===== src/sv/car_pkg.sv =====
package car_pkg;

   localparam int COUNT_BITS  = 20;
   localparam int FRAC_BITS   = 16;
   localparam int PHASE_BITS  = COUNT_BITS + FRAC_BITS;
   localparam int STEP_BITS   = 24;
   localparam int SAMPLE_BITS = 16;
   localparam int CSR_IDX_BITS = 2;
   localparam int MAX_RESULTS = 48;
   localparam int RUN_BITS    = 6;
   localparam int COEF_BITS   = 24;
   localparam int PROD_BITS   = COEF_BITS + FRAC_BITS + 1;
   localparam int DIFF_BITS   = COUNT_BITS + 2;

   localparam logic [CSR_IDX_BITS-1:0] CSR_STEP_RATIO   = 2'd0;
   localparam logic [CSR_IDX_BITS-1:0] CSR_OUTPUT_COUNT = 2'd1;
   localparam logic [CSR_IDX_BITS-1:0] CSR_IN_WIDTH     = 2'd2;
   localparam logic [CSR_IDX_BITS-1:0] CSR_OUT_WIDTH    = 2'd3;

   typedef struct packed {
      logic accept;
      logic setup;
      logic mul_a;
      logic mul_t;
      logic add_b;
      logic add_c;
      logic finish;
      logic emit;
      logic end_call;
   } car_cmd_type;

   typedef struct packed {
      logic more;
      logic up;
      logic rsp_free;
   } car_status_type;

   function automatic logic [1:0] clamp_index(input logic signed [DIFF_BITS-1:0] rel);
      logic [1:0] r;
      if (rel < 0) r = 2'd0;
      else if (rel > 3) r = 2'd3;
      else r = rel[1:0];
      return r;
   endfunction

endpackage


===== src/sv/car_ctrl.sv =====
module car_ctrl
   import car_pkg::*;
(
   input  logic           clock,
   input  logic           reset,
   input  logic           req_valid,
   output logic           req_stall,
   input  car_status_type status,
   output car_cmd_type    cmd
);

   localparam logic [3:0] ST_IDLE  = 4'd0;
   localparam logic [3:0] ST_CHECK = 4'd1;
   localparam logic [3:0] ST_M1    = 4'd2;
   localparam logic [3:0] ST_A1    = 4'd3;
   localparam logic [3:0] ST_M2    = 4'd4;
   localparam logic [3:0] ST_A2    = 4'd5;
   localparam logic [3:0] ST_M3    = 4'd6;
   localparam logic [3:0] ST_A3    = 4'd7;
   localparam logic [3:0] ST_EVAL  = 4'd8;
   localparam logic [3:0] ST_END   = 4'd9;

   logic [3:0] state_ff, state_in;

   assign req_stall = (state_ff != ST_IDLE);

   always_comb begin
      state_in = state_ff;
      cmd = '0;
      case (state_ff)
         ST_IDLE: begin
            if (req_valid) begin
               cmd.accept = 1'b1;
               state_in = ST_CHECK;
            end
         end
         ST_CHECK: begin
            if (status.more) begin
               cmd.setup = 1'b1;
               state_in = status.up ? ST_M1 : ST_A3;
            end else begin
               state_in = ST_END;
            end
         end
         ST_M1: begin
            cmd.mul_a = 1'b1;
            state_in = ST_A1;
         end
         ST_A1: begin
            cmd.add_b = 1'b1;
            state_in = ST_M2;
         end
         ST_M2: begin
            cmd.mul_t = 1'b1;
            state_in = ST_A2;
         end
         ST_A2: begin
            cmd.add_c = 1'b1;
            state_in = ST_M3;
         end
         ST_M3: begin
            cmd.mul_t = 1'b1;
            state_in = ST_A3;
         end
         ST_A3: begin
            cmd.finish = 1'b1;
            state_in = ST_EVAL;
         end
         ST_EVAL: begin
            if (status.rsp_free) begin
               cmd.emit = 1'b1;
               state_in = ST_CHECK;
            end
         end
         ST_END: begin
            cmd.end_call = 1'b1;
            state_in = ST_IDLE;
         end
         default: state_in = ST_IDLE;
      endcase
   end

   always_ff @(posedge clock) begin
      if (reset) state_ff <= ST_IDLE;
      else state_ff <= state_in;
   end

endmodule


===== src/sv/car_datapath.sv =====
module car_datapath
   import car_pkg::*;
(
   input  logic                          clock,
   input  logic                          reset,
   input  logic                          csr_write_en,
   input  logic [CSR_IDX_BITS-1:0]       csr_index,
   input  logic [STEP_BITS-1:0]          csr_write_data,
   input  logic [SAMPLE_BITS-1:0]        req_sample_in,
   input  logic                          req_last_in,
   output logic                          rsp_valid,
   input  logic                          rsp_stall,
   output logic signed [SAMPLE_BITS-1:0] rsp_sample_out,
   output logic                          rsp_last_of_run,
   output logic                          rsp_last_of_stream,
   input  car_cmd_type                   cmd,
   output car_status_type                status
);

   logic [STEP_BITS-1:0]  step_ff;
   logic [COUNT_BITS-1:0] count_ff;
   logic                  in_sel_ff, out_sel_ff;

   logic signed [SAMPLE_BITS-1:0] win_ff [4];
   logic [PHASE_BITS-1:0] phase_ff;
   logic [COUNT_BITS-1:0] emitted_ff, taken_ff;
   logic [RUN_BITS-1:0]   run_ff;
   logic                  last_ff;

   logic signed [COEF_BITS-1:0]   a_ff, b_ff, c_ff, t_ff;
   logic signed [SAMPLE_BITS-1:0] x0_ff, pick_ff, y_ff;
   logic signed [FRAC_BITS:0]     f_ff;
   logic signed [PROD_BITS-1:0]   prod_ff;
   logic                          rsp_valid_ff, run_last_ff, stream_last_ff;
   logic signed [SAMPLE_BITS-1:0] rsp_sample_ff;

   logic signed [SAMPLE_BITS-1:0] dec_in;
   logic [COUNT_BITS-1:0]         ip;
   logic signed [DIFF_BITS-1:0]   d;
   logic                          up, beyond;
   logic signed [SAMPLE_BITS-1:0] xm1, x0, x1, x2, pk;
   logic signed [COEF_BITS-1:0]   sa, sb, sc, va, vb5, vc;
   logic signed [PROD_BITS-1:0]   prod_in, prod_rnd;
   logic signed [PROD_BITS-FRAC_BITS-1:0] tr;
   logic signed [COEF_BITS+1:0]   ysum;
   logic signed [SAMPLE_BITS-1:0] y_clip, y_enc;

   assign up = step_ff < STEP_BITS'(1 << FRAC_BITS);
   assign ip = phase_ff[PHASE_BITS-1:FRAC_BITS];
   assign d  = $signed({2'b00, ip}) - $signed({2'b00, taken_ff});
   assign beyond = up ? ({1'b0, ip} + (COUNT_BITS+1)'(2) > {1'b0, taken_ff})
                      : (ip > taken_ff);

   assign status.more = (run_ff < RUN_BITS'(MAX_RESULTS)) && (emitted_ff < count_ff)
                        && (last_ff || !beyond);
   assign status.up = up;
   assign status.rsp_free = !rsp_valid_ff || !rsp_stall;

   assign dec_in = in_sel_ff ? $signed(req_sample_in)
                             : $signed({req_sample_in[7] ^ 1'b1, req_sample_in[6:0], 8'h00});

   assign xm1 = win_ff[clamp_index(d + DIFF_BITS'(2))];
   assign x0  = win_ff[clamp_index(d + DIFF_BITS'(3))];
   assign x1  = win_ff[clamp_index(d + DIFF_BITS'(4))];
   assign x2  = win_ff[clamp_index(d + DIFF_BITS'(5))];
   assign pk  = x0;

   assign va  = COEF_BITS'(3) * (COEF_BITS'(x0) - COEF_BITS'(x1)) - COEF_BITS'(xm1)
                + COEF_BITS'(x2);
   assign sa  = (va + ((va < 0) ? COEF_BITS'(1) : COEF_BITS'(0))) >>> 1;
   assign vb5 = COEF_BITS'(5) * COEF_BITS'(x0) + COEF_BITS'(x2);
   assign sb  = COEF_BITS'(2) * COEF_BITS'(x1) + COEF_BITS'(xm1)
                - ((vb5 + ((vb5 < 0) ? COEF_BITS'(1) : COEF_BITS'(0))) >>> 1);
   assign vc  = COEF_BITS'(x1) - COEF_BITS'(xm1);
   assign sc  = (vc + ((vc < 0) ? COEF_BITS'(1) : COEF_BITS'(0))) >>> 1;

   assign prod_in = (cmd.mul_a ? a_ff : t_ff) * f_ff;
   assign prod_rnd = prod_ff + (prod_ff[PROD_BITS-1] ? PROD_BITS'((1 << FRAC_BITS) - 1)
                                                     : PROD_BITS'(0));
   assign tr = prod_rnd[PROD_BITS-1:FRAC_BITS];
   assign ysum = (COEF_BITS+2)'(tr) + (COEF_BITS+2)'(x0_ff);
   assign y_clip = (ysum > 32767) ? 16'sh7fff : (ysum < -32768) ? 16'sh8000
                                              : ysum[SAMPLE_BITS-1:0];
   assign y_enc = out_sel_ff ? y_ff : (y_ff >>> 8);

   always_ff @(posedge clock) begin
      if (reset) begin
         step_ff    <= STEP_BITS'(1 << FRAC_BITS);
         count_ff   <= '0;
         in_sel_ff  <= 1'b1;
         out_sel_ff <= 1'b1;
      end else if (csr_write_en) begin
         case (csr_index)
            CSR_STEP_RATIO:   step_ff    <= csr_write_data;
            CSR_OUTPUT_COUNT: count_ff   <= csr_write_data[COUNT_BITS-1:0];
            CSR_IN_WIDTH:     in_sel_ff  <= csr_write_data[0];
            CSR_OUT_WIDTH:    out_sel_ff <= csr_write_data[0];
            default: ;
         endcase
      end
   end

   always_ff @(posedge clock) begin
      if (reset) begin
         for (int i = 0; i < 4; i++) win_ff[i] <= '0;
         phase_ff   <= '0;
         emitted_ff <= '0;
         taken_ff   <= '0;
         run_ff     <= '0;
         last_ff    <= 1'b0;
      end else begin
         if (cmd.accept) begin
            if (taken_ff == '0) begin
               for (int i = 0; i < 4; i++) win_ff[i] <= dec_in;
            end else begin
               win_ff[0] <= win_ff[1];
               win_ff[1] <= win_ff[2];
               win_ff[2] <= win_ff[3];
               win_ff[3] <= dec_in;
            end
            run_ff  <= '0;
            last_ff <= req_last_in;
         end
         if (cmd.finish) begin
            phase_ff   <= phase_ff + PHASE_BITS'(step_ff);
            emitted_ff <= emitted_ff + 1'b1;
            run_ff     <= run_ff + 1'b1;
         end
         if (cmd.end_call) begin
            if (last_ff) begin
               for (int i = 0; i < 4; i++) win_ff[i] <= '0;
               phase_ff   <= '0;
               emitted_ff <= '0;
               taken_ff   <= '0;
            end else begin
               taken_ff <= taken_ff + 1'b1;
            end
         end
      end
   end

   always_ff @(posedge clock) begin
      if (cmd.setup) begin
         a_ff    <= sa;
         b_ff    <= sb;
         c_ff    <= sc;
         x0_ff   <= x0;
         pick_ff <= pk;
         f_ff    <= $signed({1'b0, phase_ff[FRAC_BITS-1:0]});
      end
      if (cmd.mul_a || cmd.mul_t) prod_ff <= prod_in;
      if (cmd.add_b) t_ff <= COEF_BITS'(tr) + b_ff;
      if (cmd.add_c) t_ff <= COEF_BITS'(tr) + c_ff;
      if (cmd.finish) y_ff <= up ? y_clip : pick_ff;
      if (cmd.emit) begin
         rsp_sample_ff  <= y_enc;
         run_last_ff    <= !status.more;
         stream_last_ff <= (emitted_ff == count_ff) || (!status.more && last_ff);
      end
   end

   always_ff @(posedge clock) begin
      if (reset) rsp_valid_ff <= 1'b0;
      else if (cmd.emit) rsp_valid_ff <= 1'b1;
      else if (!rsp_stall) rsp_valid_ff <= 1'b0;
   end

   assign rsp_valid          = rsp_valid_ff;
   assign rsp_sample_out     = rsp_sample_ff;
   assign rsp_last_of_run    = run_last_ff;
   assign rsp_last_of_stream = stream_last_ff;

endmodule


===== src/sv/cubic_audio_resampler_core.sv =====
// Mono cubic resampler. Each request carries one sample; it produces zero to 48
// results. After a request is accepted, each result goes through, when upsampling,
// a run check, three multiplies by the phase fraction through one shared multiplier,
// each followed by a truncate-and-add, and the emit; when picking, through a run
// check, a select and the emit. The emit waits while the result register still
// holds a result stalled by rsp_stall. A final run check and a closing step come
// before the next request is taken. No new request is taken while the previous run is in progress.
module cubic_audio_resampler_core
   import car_pkg::*;
(
   input  logic                          clock,
   input  logic                          reset,
   input  logic                          csr_write_en,
   input  logic [CSR_IDX_BITS-1:0]       csr_index,
   input  logic [STEP_BITS-1:0]          csr_write_data,
   input  logic                          req_valid,
   output logic                          req_stall,
   input  logic [SAMPLE_BITS-1:0]        req_sample_in,
   input  logic                          req_last_in,
   output logic                          rsp_valid,
   input  logic                          rsp_stall,
   output logic signed [SAMPLE_BITS-1:0] rsp_sample_out,
   output logic                          rsp_last_of_run,
   output logic                          rsp_last_of_stream
);

   car_cmd_type    cmd;
   car_status_type status;

   car_ctrl u_ctrl (
      .clock     (clock),
      .reset     (reset),
      .req_valid (req_valid),
      .req_stall (req_stall),
      .status    (status),
      .cmd       (cmd)
   );

   car_datapath u_datapath (
      .clock              (clock),
      .reset              (reset),
      .csr_write_en       (csr_write_en),
      .csr_index          (csr_index),
      .csr_write_data     (csr_write_data),
      .req_sample_in      (req_sample_in),
      .req_last_in        (req_last_in),
      .rsp_valid          (rsp_valid),
      .rsp_stall          (rsp_stall),
      .rsp_sample_out     (rsp_sample_out),
      .rsp_last_of_run    (rsp_last_of_run),
      .rsp_last_of_stream (rsp_last_of_stream),
      .cmd                (cmd),
      .status             (status)
   );

endmodule

===== config.mk =====
export PLATFORM = sky130hd
export DESIGN_NAME = cubic_audio_resampler_core
export DESIGN_NICKNAME = d
export VERILOG_FILES = /design/src/sv/car_pkg.sv /design/src/sv/car_ctrl.sv /design/src/sv/car_datapath.sv /design/src/sv/cubic_audio_resampler_core.sv
export SDC_FILE = /design/constraint.sdc
export NUM_CORES = 2
export LEC_CHECK = 0
export ABC_AREA = 1
export BUFFER_PORTS_ARGS = -buffer_cell sky130_fd_sc_hd__buf_4
export CELL_PAD_IN_SITES_DETAIL_PLACEMENT = 1
export CELL_PAD_IN_SITES_GLOBAL_PLACEMENT = 1
export CORE_MARGIN = 10
export CORE_UTILIZATION = 50
export CTS_BUF_LIST = sky130_fd_sc_hd__clkbuf_8
export CTS_CLUSTER_DIAMETER = 40
export DETAILED_ROUTE_END_ITERATION = 8
export GPL_ROUTABILITY_DRIVEN = 1
export PLACE_DENSITY_LB_ADDON = 0.1
export SLEW_MARGIN = 15
export SYNTH_ARGS = -nofsm -noshare
export SYNTH_HDL_FRONTEND = slang
export SYNTH_HIERARCHICAL = 1
export SYNTH_SLANG_ARGS = --single-unit

===== constraint.sdc =====
create_clock -name clock -period 11.6 [get_ports clock]
set_clock_uncertainty 0.1 [all_clocks]
set_input_delay 1.16 -clock clock [delete_from_list [all_inputs] [get_ports clock]]
set_output_delay 1.16 -clock clock [all_outputs]
set_load 0.03 [all_outputs]

Word level (Yosys, flattened, before mapping)
Memories as Yosys holds them, arrays and structs flattened. Cells that the tools add are included.

Bits in registers: 335. Memory bits (writable): 64. Input bits: 48. Logic and storage cells: 195. Memories kept: 1.

Memories: u_datapath.win_ff (depth 4, bits a word 16, read ports 7, clocked after memory_dff 0, write ports 4, line car_datapath.sv:24) `logic signed [SAMPLE_BITS-1:0] win_ff [4];`.

$add $sub $neg: 24. $mul: 3. Order comparisons: 18. Equal/unequal tests: 16. Muxes and demuxes: 75. Bitwise gates (word level): 13. Reduce and logical (&&, ||, !) cells: 23.

Operators with widths (count): 2-to-1 mux 16 bit (17); 2-to-1 mux 36 bit (3); greater-than comparator 22 x 3 -> 1 bit (second input constant) (4); less-than comparator 22 x 1 -> 1 bit (second input constant) (4); 2-to-1 mux 20 bit (4); adder 24 x 2 -> 24 bit (2); less-than comparator 24 x 1 -> 1 bit (second input constant) (2); 2-to-1 mux 24 bit (2); adder 21 x 3 -> 22 bit (second input constant) (2); adder 21 x 4 -> 22 bit (second input constant) (2); adder 41 x 17 -> 41 bit (1); multiplier 41 x 17 -> 41 bit (1); 2-to-1 mux 41 bit (1); adder 20 x 1 -> 20 bit (second input constant) (2); adder 36 x 24 -> 36 bit (1); case mux 4 bit (9 select lines) (1); subtractor 16 x 16 -> 17 bit (2); 2-to-1 mux 1 bit (32); adder 25 x 16 -> 26 bit (1); greater-than comparator 26 x 16 -> 1 bit (second input constant) (1); less-than comparator 26 x 16 -> 1 bit (second input constant) (1); adder 24 x 16 -> 24 bit (1); adder 24 x 23 -> 24 bit (1); adder 24 bit (1); 42 further kinds (83).

Logic depth before layout (Yosys ltp)
An unclocked memory read counts as a cell.

Word-level depth: 13. Gate-level depth with buffers: 77. Mapped depth without buffers: 76.

Cells and area by module
The synthesis kept the hierarchy.

Modules (own cells, without submodules): car_datapath (instances 1, cells each 5834, area an instance 45327.2 um^2, seq. area each 9809.4 um^2); car_ctrl (instances 1, cells each 56, area an instance 311.5 um^2, seq. area each 80.1 um^2).

Worst setup path before layout
No wires, ideal clock.

Kind: flip-flop to flip-flop. From: register u_datapath.phase_ff[16]. To: register u_datapath.a_ff[21], data pin. Arrival time: 10139 ps. Data required time: 11242 ps. Setup slack: 1103 ps. Cell stages (with the launch flop): 63. Buffers on the path: 1. Path through: dfxtp_1 inv_1 ha_1 fa_1 xor2_1 clkinv_1 ha_1 a21oi_1 inv_1 nand3_1 nor2_4 nand3_2 nand2_1 nand2_1 nand2_1 nor2_1 nand3_1 nor2_1 [27 not listed] o21ai_1 a21oi_1 nand3_1 o21ai_1 inv_1 nor2_1 ha_1 nand4_1 nor2_1 nand2_1 nor3_1 nand2_1 nor2_1 nand3_1 nor3_1 nand3_1 o31ai_1 inv_1.

Cells in the longest elaborated chain, start to end: 13. Elaborated cells between the ends (all ways): 29. Classes of those cells: add/sub: 9; mul: 1; order compare: 9; mux: 9; memory: 1.

RTL lines: start, declared (line car_datapath.sv:25) `logic [PHASE_BITS-1:0] phase_ff;`; start signal, assigned (line car_datapath.sv:125) `phase_ff <= phase_ff + PHASE_BITS'(step_ff);`; subtractor 20 x 20 -> 21 bit (*) (line car_datapath.sv:50) `assign d = $signed({2'b00, ip}) - $signed({2'b00, taken_ff});`; adder 21 x 3 -> 22 bit (*) (line car_datapath.sv:63) `assign x0 = win_ff[clamp_index(d + DIFF_BITS'(3))];`; greater-than comparator 22 x 3 -> 1 bit (line car_pkg.sv:41) `else if (rel > 3) r = 2'd3;`; 2-to-1 mux 2 bit (line car_pkg.sv:41); 2-to-1 mux 2 bit (*) (line car_pkg.sv:40) `if (rel < 0) r = 2'd0;`; memory read (4 x 16 bit) (*); via u_datapath.pk[1] (line car_datapath.sv:41) `logic signed [SAMPLE_BITS-1:0] xm1, x0, x1, x2, pk;`; subtractor 16 x 16 -> 17 bit (*) (line car_datapath.sv:68) `assign va = COEF_BITS'(3) * (COEF_BITS'(x0) - COEF_BITS'(x1)) - COEF_BITS'(xm1)`; multiplier 3 x 24 -> 24 bit (*) (line car_datapath.sv:68); subtractor 24 x 16 -> 24 bit (*) (line car_datapath.sv:68); adder 24 x 16 -> 24 bit (*) (line car_datapath.sv:69) `+ COEF_BITS'(x2);`; less-than comparator 24 x 1 -> 1 bit (line car_datapath.sv:70) `assign sa = (va + ((va < 0) ? COEF_BITS'(1) : COEF_BITS'(0))) >>> 1;`; 2-to-1 mux 1 bit (line car_datapath.sv:70); adder 24 x 2 -> 24 bit (*) (line car_datapath.sv:70); via u_datapath.sa[21] (line car_datapath.sv:42) `logic signed [COEF_BITS-1:0] sa, sb, sc, va, vb5, vc;`; end signal, assigned (line car_datapath.sv:144) `a_ff <= sa;`; end, declared (line car_datapath.sv:30) `logic signed [COEF_BITS-1:0] a_ff, b_ff, c_ff, t_ff;`.

The timed path passes the listed nets; every way through them passes the cells marked *. A chain may end at the register's enable or synchronous reset.

Final worst setup path
Same ends and word-level chain as after synthesis.

==> out/metrics.yaml <==
routed_wl_mm: 151
dp_hpwl_mm: 123
dr.pass1.iters: 7
grt_pass1_vias: 43900
slew_viol_final: 0
final_common_cell: "inv_1"
drt_iter0_markers: 2339
crit_type: "flip-flop to flip-flop"
synth_area_um2: 45600
postSynthCellCount: 5890
antenna_left: 0
min_period_ns: 10.92
cpPeakStageDelay_ns: 0.51
synthAdderAreaFrac: 0.307
min_path_type: "flip-flop to flip-flop"
tightest_slew_ns: 1.13
relSlewSlack: 0.245
ys_warn_count: 6
synthSimpleGateAreaFrac: 0.193
final_util: 0.560
endpoint_kind: "flip-flop"
synth-edff-count: 208
synth_mux_area_frac: 0.000658
r2r_slack_ns: 0.68
synth_cell_types: 65
dieWidth_um: 322
cts-hold-fix-buffers: 0
portBuffers: 67
viasPerCell: 5.51
fin_crit_sh: 0.941
crit_top_cell: "nand2_1"
core-area_um2: 90300
ys_seq_area_frac: 0.217
cp.required_ns: 11.98
final_cell_mix: "inv_1, nand2_1, nor2_1, fa_1"
worst_path_max_delay_cell: "fa_1"
crit_fanout: 6
grt_pass1_wl_mm: 238
setup_violations: 0
startpoint: "u_datapath/phase_ff[16]"
synthArstFlopShare: 0
synth-compound-area-share: 0.113
grt_overflow: 0
root_buffer: "clkbuf_8"
grtUsageTotal: 0.289
outcome: "complete, no violations"
yosys.area_share.xor_xnor: 0.0534
antenna_found_initial: 2
syn_to_final_growth_pct: 10.8
initial_utilization: 0.505
grt_max_degree: 74
dieArea_um2: 104000
synth_top_family_by_area: "adder cells"
drive_gt1_frac: 0.101
hold_viol: 0
worstPathArrival_ns: 11.30
critPathLaunchType: "flip-flop"
gp_congestion: 0.952
num_rows: 110
cts.path.max_buffers: 3
fillers: 11400
route.detailed.drc: 0
hp-start: "u_datapath/count_ff[14]"
syn-num-nets: 6786
cts_max_level: 3
multi_input_area_um2: 30900
clock.fmax_mhz: 91.6
seqCellArea_um2: 9890
die_h_um: 322
ios: 68
cts_buffers: 84
clkLatencyLatePin_ns: 0.75
post_drt_wl_per_cell_um: 20.6
path_clk_slew_ns: 0.06
vias: 40400
cts_tree: "done"
final_nets: 6990
synthFlopType: "edfxtp_1"
syn_area_per_cell_um2: 7.75
reg2reg_from: "u_datapath/phase_ff[16]"
ys_ff_latch: 390
max_cap_viol_count: 0
clock-sinks: 390
sequential cells by signal (all words and copies together), names as in the netlist, 4 cells and up:
signal,count
u_datapath/f_ff,16
u_datapath/emitted_ff,20
u_datapath/y_ff,16
u_datapath/pick_ff,16
u_datapath/a_ff,22
u_datapath/prod_ff,41
u_datapath/run_ff,6
u_datapath/rsp_sample_out,16
u_datapath/c_ff,17
u_datapath/t_ff,24
u_datapath/step_ff,24
u_datapath/phase_ff,36
u_datapath/taken_ff,20
u_datapath/count_ff,20
u_datapath/win_ff,64
u_ctrl/state_ff,4
u_datapath/b_ff,22
area by class of cell:
cell class	instances	share of cell area
Multi-Input combinational cell	4105	0.610
Sequential cell	390	0.196
Inverter	1264	0.0939
Timing Repair Buffer	249	0.0379
Tap cell	1176	0.0291
Clock buffer	91	0.0248
Clock inverter	58	0.00851
Antenna cell	1	0.0000495
what timing repair did:
action,4_1_cts,5_1_grt
resized for setup,13,94
buffers inserted,0,22
setup endpoints to repair,5,17
pin swaps,0,23
cloned,0,2
final timing paths:
kind | cells after the start | to
hold / removal | 2 | u_datapath/count_ff[14]
setup / recovery | 65 | u_datapath/a_ff[21]
setup reg to reg | 65 | u_datapath/a_ff[21]
hold reg to reg | 2 | u_datapath/count_ff[14]
worst max-delay path: cells and delay by family (launching register included):
kind | cells | cell delay (ns)
simple gates | 28 | 3.42
flops | 1 | 0.34
buf+inv | 11 | 1.14
xor+xnor | 2 | 0.36
fa+ha+maj | 9 | 2.83
compound gates | 15 | 2.44
synthesized netlist by cell type (7+ instances only):
| cell type | n | area, um^2 |
|---|---|---|
| a211oi_1 | 14 | 105 |
| a21boi_0 | 17 | 128 |
| a21o_1 | 11 | 82.6 |
| a21oi_1 | 392 | 1960 |
| a22oi_1 | 13 | 97.6 |
| a31oi_1 | 10 | 62.6 |
| a32oi_1 | 21 | 184 |
| buf_1 | 11 | 41.3 |
| buf_2 | 12 | 60.1 |
| clkbuf_1 | 105 | 394 |
| clkinv_1 | 19 | 71.3 |
| dfxtp_1 | 182 | 3640 |
| edfxtp_1 | 208 | 6250 |
| fa_1 | 454 | 9090 |
| ha_1 | 394 | 4930 |
| inv_1 | 1225 | 4600 |
| inv_2 | 20 | 75.1 |
| nand2_1 | 1061 | 3980 |
| nand2_2 | 40 | 250 |
| nand3_1 | 188 | 941 |
| nand3_2 | 7 | 70.1 |
| nand4_1 | 61 | 382 |
| nor2_1 | 521 | 1960 |
| nor2_2 | 20 | 125 |
| nor2_4 | 7 | 78.8 |
| nor3_1 | 60 | 300 |
| nor4_1 | 24 | 150 |
| o211ai_1 | 42 | 315 |
| o21a_1 | 10 | 75.1 |
| o21ai_0 | 260 | 1300 |
| o21ai_1 | 20 | 100 |
| o21bai_1 | 15 | 113 |
| o221ai_1 | 36 | 315 |
| o22ai_1 | 12 | 75.1 |
| or2_2 | 60 | 375 |
| xnor2_1 | 80 | 701 |
| xor2_1 | 198 | 1730 |
through the flow:
stage	setup WS, ns	area, um^2	cells	hold WS (ns)	TNS (ns)
6_report	0.681	50600	7334	0.360	0
5_1_grt	-0.139	50600	7334	0.385	-0.197
4_1_cts	0.00323	50000	7309	0.366	0
3_5_place_dp	-0.143	48300	7160	0.355	-0.308
3_3_place_gp	0.0574	48300	7160	0.346	0
2_1_floorplan	1.10	45600	5890	0.327	0
cell families after synthesis:
kind of cell | count (synthesis)
AOI/OAI and AO/OA | 901
xor gates and xnor gates | 278
adders and majority gates | 848
buffers and inverters | 1397
DFF | 390
muxes | 3
and+or+nand+nor | 2073
metal layers:
layer,track usage,up-vias,part of all wire
li1,-,19000,-
met1,0.371,20000,0.43
met2,0.493,1008,0.48
met3,0.0374,339,0.048
met4,0.110,0,0.041
met5,0,-,0
Power is not shown: default switching activity piles up to over one toggle a cycle in this logic, so the estimate is an artifact.
